==> src/design/cmw_pkg.sv <==
// Shared types, constants and tables for the calibration mesh warp.
`default_nettype none
package cmw_pkg;
  localparam int unsigned CoordW = 18;
  localparam int unsigned TargW  = 17;
  localparam int unsigned DiffW  = 20;
  localparam int unsigned ProdW  = 40;
  localparam int unsigned SumW   = 42;
  localparam int unsigned BlendW = 64;
  localparam int unsigned DivW   = 66;
  localparam int unsigned TriCnt = 8;

  typedef logic [3:0] vidx_t;

  function automatic vidx_t tri_vert(input logic [2:0] t, input logic [1:0] k);
    vidx_t v [0:23];
    v = '{4'd0, 4'd1, 4'd3, 4'd3, 4'd1, 4'd4, 4'd1, 4'd2, 4'd4, 4'd4, 4'd2, 4'd5,
          4'd3, 4'd4, 4'd6, 4'd6, 4'd4, 4'd7, 4'd4, 4'd5, 4'd7, 4'd7, 4'd5, 4'd8};
    return v[5'(t) * 5'd3 + 5'(k)];
  endfunction

  typedef enum logic [3:0] {
    OpIdle, OpLoadA, OpLoadB, OpLoadC, OpD1, OpD2, OpNu, OpNv, OpChk,
    OpBx, OpBy, OpDivX, OpDivY, OpOut, OpPass
  } op_e;

  typedef struct packed {
    op_e        op;
    logic [2:0] tri_sel;
  } cmd_t;

  typedef struct packed {
    logic skip;
    logic in_tri;
    logic div_busy;
  } sts_t;
endpackage
`default_nettype wire

==> src/design/cmw_ctrl.sv <==
// Sequencer over the eight triangles and the output handshake.
`default_nettype none
module cmw_ctrl (
  input  wire logic          clk_i,
  input  wire logic          rst_ni,
  input  wire logic          in_valid_i,
  output logic               in_stall_o,
  input  wire logic          kind_i,
  input  wire logic          gaze_valid_i,
  input  wire cmw_pkg::sts_t sts_i,
  output cmw_pkg::cmd_t      cmd_o,
  output logic               acc_o,
  output logic               out_valid_o,
  input  wire logic          out_stall_i,
  output logic               mesh_hit_o,
  output logic [2:0]         triangle_index_o
);
  import cmw_pkg::*;

  op_e        op_q;
  logic [2:0] tri_q;
  logic       ov_q, hit_q;
  logic [2:0] idx_q;

  assign in_stall_o  = (op_q != OpIdle) || ov_q;
  assign acc_o       = in_valid_i && !in_stall_o;
  assign cmd_o.op    = op_q;
  assign cmd_o.tri_sel = tri_q;
  assign out_valid_o = ov_q;
  assign mesh_hit_o  = hit_q;
  assign triangle_index_o = idx_q;

  always_ff @(posedge clk_i or negedge rst_ni) begin
    if (!rst_ni) begin
      op_q <= OpIdle; tri_q <= '0; ov_q <= 1'b0; hit_q <= 1'b0; idx_q <= '0;
    end else begin
      if (ov_q && !out_stall_i) ov_q <= 1'b0;
      unique case (op_q)
        OpIdle: if (acc_o && kind_i && gaze_valid_i) begin
          op_q <= OpLoadA; tri_q <= '0;
        end
        OpLoadA: op_q <= OpLoadB;
        OpLoadB: op_q <= OpLoadC;
        OpLoadC: op_q <= OpD1;
        OpD1:    op_q <= OpD2;
        OpD2:    op_q <= OpNu;
        OpNu:    op_q <= OpNv;
        OpNv:    op_q <= OpChk;
        OpChk: priority if (!sts_i.skip && sts_i.in_tri) begin
          op_q <= OpBx;
        end else if (tri_q == 3'd7) begin
          op_q <= OpPass;
        end else begin
          tri_q <= tri_q + 3'd1; op_q <= OpLoadA;
        end
        OpBx:  op_q <= OpBy;
        OpBy:  op_q <= OpDivX;
        OpDivX: op_q <= OpDivY;
        OpDivY: if (!sts_i.div_busy) op_q <= OpOut;
        OpOut: if (!sts_i.div_busy) begin
          op_q <= OpIdle; ov_q <= 1'b1; hit_q <= 1'b1; idx_q <= tri_q;
        end
        OpPass: begin
          op_q <= OpIdle; ov_q <= 1'b1; hit_q <= 1'b0; idx_q <= '0;
        end
        default: op_q <= OpIdle;
      endcase
    end
  end

`ifndef NO_ASSERTIONS
  a_no_acc_busy: assert property (@(posedge clk_i) disable iff (!rst_ni)
    (op_q != OpIdle) |-> !acc_o) else $error("accept while busy");
  a_out_hold: assert property (@(posedge clk_i) disable iff (!rst_ni)
    (ov_q && out_stall_i) |=> ov_q) else $error("result dropped");
  a_hit_idx: assert property (@(posedge clk_i) disable iff (!rst_ni)
    (ov_q && !hit_q) |-> (idx_q == 3'd0)) else $error("index without hit");
`endif
endmodule
`default_nettype wire

==> config.mk <==
export PLATFORM = sky130hd
export DESIGN_NAME = cmw_ctrl
export DESIGN_NICKNAME = d
export VERILOG_FILES = /design/src/design/cmw_pkg.sv /design/src/design/cmw_ctrl.sv
export SDC_FILE = /design/constraint.sdc
export NUM_CORES = 1
export LEC_CHECK = 0
export ABC_AREA = 1
export BUFFER_PORTS_ARGS = -buffer_cell sky130_fd_sc_hd__buf_2
export CORE_AREA = 2 2 45 47
export DETAILED_ROUTE_END_ITERATION = 8
export DIE_AREA = 0 0 47 49
export PLACE_DENSITY = 0.7
export SLEW_MARGIN = 20
export SYNTH_ARGS = -nofsm -noshare
export SYNTH_HDL_FRONTEND = slang
export SYNTH_SLANG_ARGS = --single-unit
==> constraint.sdc <==
create_clock -name clk_i -period 1.25 [get_ports clk_i]
set_input_delay 0.25 -clock clk_i [delete_from_list [all_inputs] [get_ports clk_i]]
set_output_delay 0.25 -clock clk_i [all_outputs]
set_load 0.005 [all_outputs]
==> key figures <==
Yosys
  • Seq cells post-synth: 12
  • Post-synth net total: 123
  • Post-synthesis sequential area ratio: 0.390
  • Synth Area per Inst: 6.88 sq um
  • Distinct cells, synth: 17
  • Syn Inst Count: 112
  • Cell Area, Synth: 771 sq um
  • Synth warn: 0

Die
  • Num rows: 16
  • Boundary pin count: 23
  • Initial Utilization: 0.418
  • Die extent in x: 47 microns
  • Die area: 2300 sq um
  • Core Area: 1840 sq um
  • Die height: roughly 50 microns

Clock tree
  • Clock buffer depth: 2
  • Root buf cell: clkbuf_4
  • H-tree levels: 1
  • Sink Count: 12
  • Skew-Pair Late Insertion Delay: 280 ps
  • CTS Buf Count: 3
  • Clock transition at the registers of the reported paths: around 80 ps
  • TritonCTS clock tree: yes

Timing
  • Final Hold Viols: 0
  • Slew @ Worst Pin: 383 ps
  • Final setup fails: 15
  • Fin Setup TNS: -1360 ps
  • Unrepaired setup endpoints after global routing: true
  • FMAX: 700 MHz
  • Final Max Slew Viols: 0
  • Clock skew: 8.83 ps
  • Final period util: 1.14
  • Slew headroom: 0.743
  • Setup WS post-layout: -179 ps
  • Min Tclk post-route: 1430 ps
  • Hold_ws: between 200 and 250 ps

Setup path
  • CP arrival: between 1000 and 1500 ps
  • Worst path slowest cell: dfrtp_1
  • Max incr delay on CP: 400 ps
  • Top delay family on crit path: flip-flops
  • Crit start category: register
  • Crit-path cells: nor2_2 -> nand2_2 -> inv_2 -> nand2_2 -> nor2_1 -> buf_2
  • Critical path buffers and inverters: 2
  • CP Capture Type: primary output
  • Reg2reg path depth: 10
  • Stages on worst setup path: 6
  • Max FO, Critical Path: 2
  • Crit-path most repeated cell: nand2_2
  • Worst Path Required: 1000 ps
  • Crit Path Class: register to primary output

Job
  • Max-Cap Viols: 0

Routing
  • Initial drt markers: 30
  • Final wirelength: 2.28 mm
  • DRC viols: 0
  • Routed wire per std cell: 12.2 microns
  • Vias: 914
  • Vias/cell: 4.91
  • Drt pass-1 iters: 4
  • Antenna Violating Nets Remaining: 0

Global route
  • Initial antenna violation count: 0
  • GRT Overall Usage: 0.219
  • Gr ovfl total: 0
  • Vias in the first global route: 869
  • Largest net degree at the start of global routing: 13
  • First-pass GRT wire length: 3.64 mm

Cells and area
  • Commonest non-fill, non-tap cell in the layout: nand2_1
  • Design area: 1220 sq um
  • Fillers: 150
  • Final net count: about 170
  • Non-Filler Instances: 186
  • Area growth syn-to-layout: 58.9%
  • FF+latch area: around 300 sq um
  • Commonest cells after routing, fill and taps aside: nand2_1 (34), buf_2 (20), buf_4 (14)
  • Multi-input gate area: 479 sq um
  • Ant. Diodes: 0
  • Ratio of cells with drive above 1 in the final layout: 0.447

Place
  • Routability congestion estimate: 0.818
  • Placed instance area: a little over 1000 sq um
  • DP Cell Count: 173
  • Number of buffers added on ports: 22
  • HPWL after detailed placement: between 1.5 and 2 mm

Worst hold path
  • Hold path cells: 3
  • Type of the worst min-delay path: primary input to register

Power and ir drop
  • Tot Pwr: roughly 2400 uW
  • Leak: 0.000675 uW
  • Worst vdd ir: 747 uV
  • PwrDens: 1960 nW/um^2

Status
  • Status: complete, but fails checks
  • Violated checks: negative setup slack
[cells by family after synthesis]
kind of cell    Yosys count  synth area share
compound gates            9            0.0812
fa+ha+maj                 2            0.0325
buf+inv                  17            0.0828
flops                    12             0.390
simple gates             72             0.414
[power breakdown]
part | switching, uW | leakage, uW | internal [uW]
registers | 69.5 | 0.000158 | 489
clock network | 132 | 0.0000210 | 177
logic | 835 | 0.000495 | 702
total | 1040 | 0.000675 | 1370
[worst min-delay path, delay by kind of cell]
kind          cells  cell delay (ps)
simple gates      2              120
buf+inv           1               70
[final timing paths]
kind	slack, ps	end	start
setup / recovery	-180	acc_o	op_q[0]$_DFFE_PN0P_
hold / removal	200	out_valid_o$_DFF_PN0_	out_stall_i
setup reg to reg	-140	tri_q[0]$_DFFE_PN0P_	tri_q[1]$_DFFE_PN0P_
hold reg to reg	500	mesh_hit_o$_DFFE_PN0P_	mesh_hit_o$_DFFE_PN0P_
max in group asynchronous	630	tri_q[0]$_DFFE_PN0P_	rst_ni
min in group asynchronous	390	op_q[3]$_DFFE_PN0P_	rst_ni
[per-layer routing]
layer / global-route usage / up-vias / part of all wire
met5: 0 / - / 0
met4: 0.0602 / 0 / 0.014
met3: 0.0519 / 7 / 0.054
met2: 0.358 / 44 / 0.53
met1: 0.279 / 414 / 0.40
li1: - / 449 / -
[sequential cells by signal (all words and copies together) (netlist names)]
signal and count:
tri_q 3, op_q 4, mesh_hit_o 1, out_valid_o 1, triangle_index_o 3
[repair_timing]
item / CTS / global route
setup endpoints to repair: 8 / 17
buffers inserted: 6 / 2
hold endpoints to repair: 12 / 0
pin swaps: 7 / 6
hold buffers: 1 / 0
gates resized for setup: 16 / 11
[cells in the mapped netlist]
| cell | number | area [sq um] |
|---|---|---|
| nor2_2 | 3 | 18.8 |
| nand2_2 | 3 | 18.8 |
| nand4_1 | 2 | 12.5 |
| a31oi_2 | 1 | 12.5 |
| ha_1 | 2 | 25.0 |
| nor3_4 | 1 | 16.3 |
| o21ai_0 | 2 | 10.0 |
| o211ai_1 | 2 | 15.0 |
| nor2_1 | 11 | 41.3 |
| o31ai_1 | 1 | 7.51 |
| nand2_1 | 39 | 146 |
| inv_1 | 17 | 63.8 |
| nand3_1 | 12 | 60.1 |
| nor3_1 | 1 | 5.00 |
| o21a_1 | 1 | 7.51 |
| dfrtp_1 | 12 | 300 |
| a21oi_1 | 2 | 10.0 |
[area by class of cell]
cell class	count	share of cell area
inverter	17	0.0572
tap	27	0.0276
multi-input combinational	83	0.391
clock buffer	4	0.0296
timing repair buffer	43	0.249
sequential	12	0.245
[per-stage QoR]
stage	setup slack, ps	util
after floorplan	-58.9	-
after global placement	-55.5	0.554
after detailed placement	-84.4	0.554
after CTS	-181	0.632
after global routing	-275	0.665
final	-179	0.665
Power figures use the tool's default switching activity.
